$ cat config.mk
export PLATFORM = sky130hd
export DESIGN_NAME = forwarding_scoreboard_top_flat
export DESIGN_NICKNAME = d
export VERILOG_FILES = /design/src/rtl/core/fsb_pkg.sv /design/src/rtl/core/fsb_if.sv /design/src/rtl/core/fsb_entry.sv /design/src/rtl/core/forwarding_scoreboard_top.sv /design/src/flat_wrapper.sv
export SDC_FILE = /design/constraint.sdc
export NUM_CORES = 1
export LEC_CHECK = 0
export ABC_AREA = 1
export BUFFER_PORTS_ARGS = -buffer_cell sky130_fd_sc_hd__buf_2
export CAP_MARGIN = 20
export CORE_AREA = 2 2 163 165
export DETAILED_ROUTE_END_ITERATION = 10
export DIE_AREA = 0 0 165 167
export PLACE_DENSITY = 0.78
export SYNTH_ARGS = -nofsm -noshare
export SYNTH_HDL_FRONTEND = slang
export SYNTH_SLANG_ARGS = --single-unit
$ cat constraint.sdc
create_clock -name clock -period 2.7 [get_ports clock]
set_clock_uncertainty 0.05 [all_clocks]
set_input_delay 0.675 -clock clock [delete_from_list [all_inputs] [get_ports clock]]
set_output_delay 0.675 -clock clock [all_outputs]
set_load 0.01 [all_outputs]
$ cat src/rtl/core/fsb_pkg.sv
// Shared types and constants for the forwarding scoreboard.
package fsb_pkg;

   localparam int NUM_REGS = 34;
   localparam int REG_IDX_W = 6;
   localparam int STAGE_W = 3;

   localparam logic [REG_IDX_W-1:0] REG_HI = 6'd32;
   localparam logic [REG_IDX_W-1:0] REG_LO = 6'd33;
   localparam logic [REG_IDX_W-1:0] REG_HILO = 6'd34;

   localparam logic [1:0] CMD_ISSUE = 2'd0;
   localparam logic [1:0] CMD_TICK = 2'd1;
   localparam logic [1:0] CMD_CANCEL = 2'd2;

   typedef struct packed {
      logic [1:0] command;
      logic [REG_IDX_W-1:0] dst_reg;
      logic is_load;
      logic is_cond_move;
      logic [REG_IDX_W-1:0] query_a;
      logic [REG_IDX_W-1:0] query_b;
   } req_payload_type;

   typedef struct packed {
      logic a_bypassable;
      logic [STAGE_W-1:0] a_stage;
      logic b_bypassable;
      logic [STAGE_W-1:0] b_stage;
      logic hi_from_divmult;
   } rsp_payload_type;

   typedef struct packed {
      logic issue;
      logic cancel;
      logic tick;
      logic [STAGE_W-1:0] ready_at;
   } entry_ctl_type;

endpackage

$ cat src/rtl/core/fsb_if.sv
// Valid/ready channel interfaces for the forwarding scoreboard.
interface fsb_req_if
   import fsb_pkg::*;
   ();
   logic valid;
   logic ready;
   req_payload_type payload;
   modport source (output valid, output payload, input ready);
   modport sink (input valid, input payload, output ready);
endinterface

interface fsb_rsp_if
   import fsb_pkg::*;
   ();
   logic valid;
   logic ready;
   rsp_payload_type payload;
   modport source (output valid, output payload, input ready);
   modport sink (input valid, input payload, output ready);
endinterface

$ cat src/rtl/core/fsb_entry.sv
// One scoreboard entry: stage counter, ready stage and bypass flag of a register.
module fsb_entry
   import fsb_pkg::*;
#(
   parameter int LAST_STAGE = 2
) (
   input logic clock,
   input logic reset,
   input entry_ctl_type ctl,
   output logic [STAGE_W-1:0] stage_in,
   output logic bypass_in
);

   localparam logic [STAGE_W-1:0] LAST = STAGE_W'(LAST_STAGE);
   localparam logic [STAGE_W-1:0] IN_RF = STAGE_W'(LAST_STAGE + 1);

   logic [STAGE_W-1:0] stage_ff;
   logic [STAGE_W-1:0] ready_ff;
   logic [STAGE_W-1:0] ready_in;
   logic bypass_ff;
   logic [STAGE_W-1:0] stage_inc;

   assign stage_inc = stage_ff + STAGE_W'(1);

   always_comb begin
      stage_in = stage_ff;
      ready_in = ready_ff;
      bypass_in = bypass_ff;
      if (ctl.issue) begin
         stage_in = '0;
         ready_in = ctl.ready_at;
         bypass_in = (ctl.ready_at == '0);
      end else if (ctl.cancel) begin
         stage_in = IN_RF;
         bypass_in = 1'b0;
      end else if (ctl.tick && stage_ff <= LAST) begin
         if (stage_ff == LAST) begin
            stage_in = IN_RF;
            bypass_in = 1'b0;
         end else begin
            stage_in = stage_inc;
            if (stage_inc == ready_ff) begin
               bypass_in = 1'b1;
            end
         end
      end
   end

   always_ff @(posedge clock) begin
      if (reset) begin
         stage_ff <= IN_RF;
         ready_ff <= '0;
         bypass_ff <= 1'b0;
      end else begin
         stage_ff <= stage_in;
         ready_ff <= ready_in;
         bypass_ff <= bypass_in;
      end
   end

endmodule

$ cat src/rtl/core/forwarding_scoreboard_top.sv
// Top level of the forwarding scoreboard with its result register.
// The scoreboard tracks 32 general registers plus HI and LO. Every item carries
// one command (issue, tick or cancel) and two source queries; it is applied to
// the state and the queries are answered from the updated state, so each item
// yields exactly one result, presented in the next cycle. An item is accepted
// in every cycle while the result register is empty or being drained, giving a
// sustained rate of one item per cycle, set by the single result register.
// A stage value of LAST_STAGE+1 means the value sits in the register file.
module forwarding_scoreboard_top
   import fsb_pkg::*;
#(
   parameter int LAST_STAGE = 2
) (
   input logic clock,
   input logic reset,
   fsb_req_if.sink req_ch,
   fsb_rsp_if.source rsp_ch
);

   localparam logic [STAGE_W-1:0] IN_RF = STAGE_W'(LAST_STAGE + 1);

   logic accept;
   logic rsp_valid_ff;
   logic rsp_valid_in;
   rsp_payload_type rsp_payload_ff;
   rsp_payload_type rsp_payload_in;
   logic hi_flag_ff;
   logic hi_flag_in;
   logic [STAGE_W-1:0] issue_ready_at;
   logic is_issue;
   logic is_cancel;
   logic is_tick;
   req_payload_type req;

   entry_ctl_type ctl [NUM_REGS];
   logic [STAGE_W-1:0] stage_nx [NUM_REGS];
   logic bypass_nx [NUM_REGS];

   assign req = req_ch.payload;
   assign req_ch.ready = !rsp_valid_ff || rsp_ch.ready;
   assign accept = req_ch.valid && req_ch.ready;

   assign is_issue = accept && (req.command == CMD_ISSUE);
   assign is_cancel = accept && (req.command == CMD_CANCEL);
   assign is_tick = accept && (req.command == CMD_TICK);
   assign issue_ready_at = req.is_cond_move ? IN_RF
                         : (req.is_load ? STAGE_W'(1) : STAGE_W'(0));

   for (genvar r = 0; r < NUM_REGS; r++) begin : g_entry
      logic hit;
      if (r == 0) begin : g_zero
         assign hit = 1'b0;
      end else if (r == int'(REG_HI) || r == int'(REG_LO)) begin : g_hilo
         assign hit = (req.dst_reg == REG_IDX_W'(r)) || (req.dst_reg == REG_HILO);
      end else begin : g_gpr
         assign hit = (req.dst_reg == REG_IDX_W'(r));
      end
      assign ctl[r].issue = is_issue && hit;
      assign ctl[r].cancel = is_cancel && hit;
      assign ctl[r].tick = is_tick;
      assign ctl[r].ready_at = issue_ready_at;

      fsb_entry #(
         .LAST_STAGE(LAST_STAGE)
      ) u_entry (
         .clock(clock),
         .reset(reset),
         .ctl(ctl[r]),
         .stage_in(stage_nx[r]),
         .bypass_in(bypass_nx[r])
      );
   end

   always_comb begin
      hi_flag_in = hi_flag_ff;
      if (is_issue && req.dst_reg == REG_HILO) begin
         hi_flag_in = 1'b1;
      end else if (is_issue && req.dst_reg == REG_LO) begin
         hi_flag_in = 1'b0;
      end
   end

   always_comb begin
      rsp_payload_in.a_bypassable = 1'b0;
      rsp_payload_in.a_stage = IN_RF;
      rsp_payload_in.b_bypassable = 1'b0;
      rsp_payload_in.b_stage = IN_RF;
      rsp_payload_in.hi_from_divmult = hi_flag_in;
      if (req.query_a < REG_IDX_W'(NUM_REGS)) begin
         rsp_payload_in.a_bypassable = bypass_nx[req.query_a];
         rsp_payload_in.a_stage = stage_nx[req.query_a];
      end
      if (req.query_b < REG_IDX_W'(NUM_REGS)) begin
         rsp_payload_in.b_bypassable = bypass_nx[req.query_b];
         rsp_payload_in.b_stage = stage_nx[req.query_b];
      end
   end

   assign rsp_valid_in = accept || (rsp_valid_ff && !rsp_ch.ready);

   always_ff @(posedge clock) begin
      if (reset) begin
         rsp_valid_ff <= 1'b0;
         hi_flag_ff <= 1'b0;
      end else begin
         rsp_valid_ff <= rsp_valid_in;
         hi_flag_ff <= hi_flag_in;
      end
   end

   always_ff @(posedge clock) begin
      if (accept) begin
         rsp_payload_ff <= rsp_payload_in;
      end
   end

   assign rsp_ch.valid = rsp_valid_ff;
   assign rsp_ch.payload = rsp_payload_ff;

endmodule
$ cat src/flat_wrapper.sv
// flat-port wrapper written by rule: the top's interface ports become plain ports
module forwarding_scoreboard_top_flat import fsb_pkg::*;
#(
   parameter int LAST_STAGE = 2
)
  (clock, reset, req_ch_valid, req_ch_payload, req_ch_ready, rsp_ch_valid, rsp_ch_payload, rsp_ch_ready);
  fsb_req_if req_ch_i ();
  fsb_rsp_if rsp_ch_i ();
  input logic clock;
  input logic reset;
  input wire logic [$bits(req_ch_i.valid)-1:0] req_ch_valid;
  input wire logic [$bits(req_ch_i.payload)-1:0] req_ch_payload;
  output wire logic [$bits(req_ch_i.ready)-1:0] req_ch_ready;
  output wire logic [$bits(rsp_ch_i.valid)-1:0] rsp_ch_valid;
  output wire logic [$bits(rsp_ch_i.payload)-1:0] rsp_ch_payload;
  input wire logic [$bits(rsp_ch_i.ready)-1:0] rsp_ch_ready;
  assign req_ch_i.valid = req_ch_valid;
  assign req_ch_i.payload = req_ch_payload;
  assign req_ch_ready = req_ch_i.ready;
  assign rsp_ch_valid = rsp_ch_i.valid;
  assign rsp_ch_payload = rsp_ch_i.payload;
  assign rsp_ch_i.ready = rsp_ch_ready;
  forwarding_scoreboard_top #(.LAST_STAGE(LAST_STAGE)) u_core (.clock(clock), .reset(reset), .req_ch(req_ch_i), .rsp_ch(rsp_ch_i));
endmodule
==> flow_metrics.env, run 1 <==
export IMPL_status="complete, no violations"
export IMPL_hold_path_depth=2
export IMPL_synth_main_ff_cell="dfxtp_1"
export IMPL_maxCapViolCount=0
export IMPL_fmax_ghz=0.3883
export IMPL_syn_to_final_growth_pct=20.51
export IMPL_synth_warning_count=0
export IMPL_place_gp_congestion=0.9833
export IMPL_rows=59
export IMPL_fin_area_mm2=0.01879
export IMPL_yosysMostFrequentCell="nand2_1"
export IMPL_synth_fp_nets=2766
export IMPL_avgSynthCellArea_um2=5.839
export IMPL_grt_max_degree=90
export IMPL_cts_sinks=213
export IMPL_overflow=0
export IMPL_remaining_drc_errors=0
export IMPL_dp_hpwl_um=38600
export IMPL_timing_final_setup_violations=0
export IMPL_dp_cells=3194
export IMPL_fp_dieW_um=165
export IMPL_clock_latency_ns=0.55
export IMPL_antenna_found_initial=1
export IMPL_r2r_cells=15
export IMPL_critPathKind="flip-flop to flip-flop"
export IMPL_fp_dieArea_mm2=0.02756
export IMPL_drt_iter0_markers=2128
export IMPL_worstPathArrival_ns=2.82
export IMPL_hold_class="flip-flop to flip-flop"
export IMPL_tritoncts="done"
export IMPL_netlist_area_leader_share_pct=26.19
export IMPL_num_vias=18460
export IMPL_pin_count=37
export IMPL_fillCellCount=2264
export IMPL_slew_violations=0
export IMPL_clockBufferDepth=3
export IMPL_ys_types=39
export IMPL_peakVddDrop_mv=0.5088
export IMPL_cp_required_ns=2.94
export IMPL_worst_pin_slew_ns=0.5762
export IMPL_critPathLaunchType="flip-flop"
export IMPL_placed_area_mm2=0.01791
export IMPL_final_period_utilization_pct=95.38
export IMPL_hold_viol=0
export IMPL_drt_wirelength_per_cell_um=16.60
export IMPL_post_cts_setup_buffer_count=0
export IMPL_layout_drive_gt1_share_pct=12.84
export IMPL_cts_inserted_buffers=26
export IMPL_clockRootBuffer="clkbuf_16"
export IMPL_whs_ns=0.4144
export IMPL_vias_per_cell=5.693
export IMPL_slew_headroom_pct=61.59
export IMPL_numPortBuffers=36
export IMPL_grt_pass1_wl_um=85740
export IMPL_synth_edf_count=9
export IMPL_die_h_um=167
export IMPL_setup_ws_ns=0.1248
export IMPL_path_clk_slew_ns=0.06
export IMPL_pre_cts_slack_ns=-0.2586
export IMPL_synth_async_sr_flop_share_pct=0
export IMPL_ys_ff_latch=213
export IMPL_ant_nets=0
export IMPL_grt_pass1_vias=17720
export IMPL_power_leakage_nw=9.885
export IMPL_stdcell_count=3242
export IMPL_track_usage_pct=38.76
export IMPL_synth_commonest_cells="nand2_1, nand3_1, inv_1"
export IMPL_syn_area_mm2=0.01560
export IMPL_yosysTopAreaCell="dfxtp_1"
export IMPL_coreArea_mm2=0.02576
export IMPL_worst_path_max_fanout=5
export IMPL_yosysSeqAreaShare_pct=27.92
export IMPL_final_setup_tns_ns=0
export IMPL_finalWirelength_um=53800
export IMPL_synthCells=2671
export IMPL_h_tree_depth=1
export IMPL_nets=2982
export IMPL_period_needed_ns=2.575
export IMPL_start_util_pct=60.54
export IMPL_ys_top_cells_by_area="dfxtp_1, nand2_1, nand3_1"
export IMPL_power_density_mw_per_mm2=410.6
export IMPL_first_pass_iters=6
export IMPL_end_kind="flip-flop"
export IMPL_rsz0062_at_grt="false"
[metrics by stage]
| stage | power, mW | util (%) |
|---|---|---|
| after floorplan | 3.724 | - |
| after global placement | 4.117 | 69.54 |
| after detailed placement | 4.123 | 69.54 |
| after CTS | 7.692 | 72.93 |
| after global routing | 7.907 | 72.93 |
| final | 7.717 | 72.95 |
[cells in the final DEF (no fill, tap or decap), types with 20 or more instances in the layout]
master	count
nand2_1	904
buf_2	35
buf_12	21
a21oi_1	133
xor2_1	20
ha_1	69
dfxtp_1	204
clkbuf_16	27
buf_4	229
nor2_1	252
o21ai_0	132
nand3_1	391
inv_1	326
[worst paths after layout]
| kind | start | to | slack (ns) |
|---|---|---|---|
| setup / recovery | u_core.g_entry[6].u_entry.stage_ff[0] | u_core.rsp_ch.payload[5] | 0.12 |
| hold / removal | u_core.g_entry[27].u_entry.ready_ff[1] | u_core.g_entry[27].u_entry.ready_ff[1] | 0.41 |
| setup reg to reg | u_core.g_entry[6].u_entry.stage_ff[0] | u_core.rsp_ch.payload[5] | 0.12 |
| hold reg to reg | u_core.g_entry[27].u_entry.ready_ff[1] | u_core.g_entry[27].u_entry.ready_ff[1] | 0.41 |
[power by group]
group / internal (mW) / leakage (nW) / switching, mW
Clock: 2.20 / 0.434 / 1.43
Sequential: 3.18 / 1.73 / 0.0153
Combinational: 0.288 / 7.72 / 0.607
[cell type report]
type	count	area [um2]	area share, %
clock inverter	6	80.08	0.4261
tap	335	419.2	2.230
multi-input combinational	2021	9549	50.81
antenna	2	5.005	0.02663
inverter	340	1277	6.797
clock buffer	40	794.5	4.227
timing repair buffer	285	2315	12.32
sequential	213	4354	23.17
[logic make-up after synthesis]
group,count (synthesis),synth area share (%)
flops,213,27.92
compound gates,313,10.58
buf+inv,437,10.95
simple gates,1602,42.94
fa+ha+maj,69,5.536
xor+xnor,37,2.078
[worst max-delay path, stage by stage (launching register included)]
cell and delay, ns:
dfxtp_1 0.41, inv_1 0.09, ha_1 0.25, o21ai_0 0.24, nor2_1 0.11, buf_4 0.15, o21ai_0 0.07, nand3_1 0.08
nand2_1 0.16, nand2_1 0.07, nand3_1 0.10, nand3_1 0.09, nand3b_1 0.12, nand3_1 0.16, nand3_1 0.11, nand2_1 0.06
[sequential cells by signal (all words and copies together) (netlist names)]
signal                            cells
u_core.rsp_ch.payload                 9
u_core.hi_flag_ff                     1
u_core.g_entry.u_entry.ready_ff      66
u_core.g_entry.u_entry.stage_ff     102
u_core.rsp_ch.valid                   1
u_core.g_entry.u_entry.bypass_ff     34
[layer usage]
layer  GRT usage (%)  vias to the layer above  share of wire (%)
li1                -                     8915                  -
met1           49.04                     8311                 39
met2           62.75                     1015                 45
met3           6.924                      215                 11
met4           20.04                        0                5.2
met5               0                        -                  0
[what timing repair did]
action,4_1_cts,5_1_grt
setup endpoints to repair,0,3
hold buffers,0,0
resized for setup,0,3
Note: power is estimated with default switching activity, not from simulation.
==> run 2: changes to the inputs <==
CORE_AREA = 2 2 169 171   (was 2 2 163 165)
DIE_AREA = 0 0 171 173   (was 0 0 165 167)
PLACE_DENSITY = 0.73   (was 0.78)
==> run 2 against run 1 <==
Compared with the run above:
- clock power down 6.1%
- final area up 1.3%
- core utilization down 4.0 points
- routed wire length up 0.80%
- critical path depth up 3
- die area up 7.4%
- global-route usage down 2.3 points
- maximum frequency up 3.6%
- sequential share of layout area down 0.30 points
- combinational power about the same
==> flow_metrics.env, run 2 (synthesis results as in run 1) <==
export IMPL_power_switching_mw=2.055
export IMPL_grt_max_degree=116
export IMPL_ant_nets=0
export IMPL_cp_required_ns=3.08
export IMPL_coreArea_mm2=0.02763
export IMPL_hold_class="input pin to flip-flop"
export IMPL_first_pass_iters=8
export IMPL_rr_endpoint="u_core.rsp_ch.payload[1]"
export IMPL_power_density_mw_per_mm2=393.4
export IMPL_remaining_drc_errors=0
export IMPL_final_util_pct=68.90
export IMPL_r2r_cells=18
export IMPL_slew_headroom_pct=57.78
export IMPL_peakVddDrop_mv=0.4862
export IMPL_h_tree_depth=1
export IMPL_hold_path_depth=2
export IMPL_worst_pin_slew_ns=0.6267
export IMPL_status="complete, no violations"
export IMPL_worstPathArrival_ns=2.87
export IMPL_track_usage_pct=36.46
export IMPL_timing_final_setup_violations=0
export IMPL_min_from="reset"
export IMPL_critPathMaxStageDelay_ns=0.33
export IMPL_final_setup_tns_ns=0
export IMPL_timing_critical_path_buf_inv=4
export IMPL_grt_pass1_vias=17240
export IMPL_clockBufferDepth=3
export IMPL_antenna_found_initial=1
export IMPL_pwr_share_clk_pct=45.3
export IMPL_cts_sinks=213
export IMPL_power_leakage_nw=9.991
export IMPL_slowest_stage="dfxtp_1"
export IMPL_period_needed_ns=2.487
export IMPL_regMostFlops="u_core.g_entry.u_entry.stage_ff"
export IMPL_drt_iter0_markers=2067
export IMPL_path_clk_slew_ns=0.06
export IMPL_die_h_um=173
export IMPL_overflow=0
export IMPL_rows=61
export IMPL_worst_path_max_fanout=12
export IMPL_syn_to_final_growth_pct=22.06
export IMPL_final_period_utilization_pct=92.09
export IMPL_combPwrFrac_pct=12.0
export IMPL_dp_cells=3269
export IMPL_crit_family="simple AND/OR/NAND/NOR gates"
export IMPL_finalWirelength_um=54230
export IMPL_place_gp_congestion=1.021
export IMPL_vias_per_cell=5.527
export IMPL_final_cell_mix="nand2_1, nand3_1, inv_1"
export IMPL_critPathMostFrequentCell="nand2_1"
export IMPL_drt_wirelength_per_cell_um=16.35
export IMPL_num_vias=18330
export IMPL_fmax_ghz=0.4022
export IMPL_layout_cells_most_common="nand2_1"
export IMPL_r2r_start="u_core.rsp_ch.valid"
export IMPL_fp_dieW_um=171
export IMPL_layout_drive_gt1_share_pct=13.72
export IMPL_critPathLaunchType="flip-flop"
export IMPL_critPathKind="flip-flop to flip-flop"
export IMPL_numPortBuffers=36
export IMPL_top_regs="u_core.g_entry.u_entry.stage_ff x102, u_core.g_entry.u_entry.ready_ff x66, u_core.g_entry.u_entry.bypass_ff x34"
export IMPL_switching_share_pct=27.44
export IMPL_reg2reg_setup_slack_ns=0.21
export IMPL_hold_end="u_core.g_entry[11].u_entry.ready_ff[0]"
export IMPL_p_int_mw=5.435
export IMPL_largest_reg_flops=102
export IMPL_clockRootBuffer="clkbuf_16"
export IMPL_fillCellCount=2553
export IMPL_hold_viol=0
export IMPL_slew_violations=0
export IMPL_dp_hpwl_um=38890
export IMPL_end_kind="flip-flop"
export IMPL_pin_count=37
export IMPL_start_util_pct=56.45
export IMPL_clock_latency_ns=0.55
export IMPL_fp_dieArea_mm2=0.02958
export IMPL_cts_resized=0
export IMPL_rsz0062_at_grt="false"
export IMPL_nets=3014
export IMPL_stdcell_count=3317
export IMPL_crit_chain="nand2_2, nand4_1, buf_12, buf_12, nor2_1, buf_4, inv_1, nand3_1, nand2_1, nand2_1, nand3_1, nand3_1, nor2_1, nand2_1, nand2_1, nor2_1, nand2_1, nand2_1"
export IMPL_maxCapViolCount=0
export IMPL_grt_pass1_wl_um=86720
export IMPL_post_cts_setup_buffer_count=0
export IMPL_cts_hold_buf=0
export IMPL_cts_inserted_buffers=26
export IMPL_tritoncts="done"
export IMPL_seqPwrFrac_pct=42.7
run 2: cell count changes in the layout (fill, tap and decap cells not counted):
cell and delta:
o21ai_0 +2, clkinvlp_4 +1, buf_4 +31, o21ai_1 -2
buf_12 +1, clkbuf_8 -2, clkbuf_1 +2, inv_6 +1
bufinv_16 -2
run 2: through the flow:
step	area [um2]	hold WS, ns	power (mW)	worst slack, ns
floorplan	15600	0.3912	3.724	0.1873
global placement	18220	0.4056	4.122	-0.2250
detailed placement	18220	0.4113	4.128	-0.2262
CTS	19030	0.4060	7.477	0.1832
global route	19030	0.4223	7.688	0.01595
finish	19040	0.4018	7.489	0.2135
run 2: power groups by stage:
stage	combinational, mW	sequential [mW]	clock [mW]
2_1_floorplan	0.459	3.26	0
3_3_place_gp	0.856	3.27	0
3_5_place_dp	0.862	3.27	0
4_1_cts	0.865	3.20	3.42
5_1_grt	0.949	3.20	3.54
6_report	0.896	3.20	3.40
run 2: layout make-up:
type,instances,area (um2),share of cell area [%]
Antenna cell,2,5.005,0.02629
Clock buffer,40,774.5,4.068
Clock inverter,6,36.28,0.1906
Inverter,340,1277,6.711
Multi-Input combinational cell,2021,9549,50.16
Sequential cell,213,4354,22.87
Tap cell,378,473.0,2.484
Timing Repair Buffer,317,2567,13.49
run 2: worst reg2reg max path: stages, from the launching register on:
cell and delay, ns:
dfxtp_1 0.33, nand2_2 0.15, nand4_1 0.15, buf_12 0.20, buf_12 0.14, nor2_1 0.24
buf_4 0.16, inv_1 0.04, nand3_1 0.07, nand2_1 0.13, nand2_1 0.09, nand3_1 0.07
nand3_1 0.08, nor2_1 0.04, nand2_1 0.09, nand2_1 0.06, nor2_1 0.15, nand2_1 0.08
nand2_1 0.06
run 2: worst max path at each step:
stage | startpoint | endpoint | cells past startpoint | slack [ns]
floorplan | rsp_ch_ready | u_core.rsp_ch.payload[3] | 17 | 0.19
global placement | req_ch_payload[15] | u_core.rsp_ch.payload[1] | 19 | -0.23
detailed placement | req_ch_payload[16] | u_core.rsp_ch.payload[1] | 18 | -0.23
CTS | u_core.g_entry[31].u_entry.stage_ff[0] | u_core.rsp_ch.payload[2] | 14 | 0.18
global route | u_core.rsp_ch.valid | u_core.rsp_ch.payload[1] | 18 | 0.02
finish | u_core.rsp_ch.valid | u_core.rsp_ch.payload[1] | 18 | 0.21
run 2: layer usage:
layer / global-route usage [%] / share of wire (%)
met1: 47.47 / 41
met2: 57.66 / 44
met3: 7.370 / 10
met4: 17.27 / 4.9
met5: 0 / 0.026
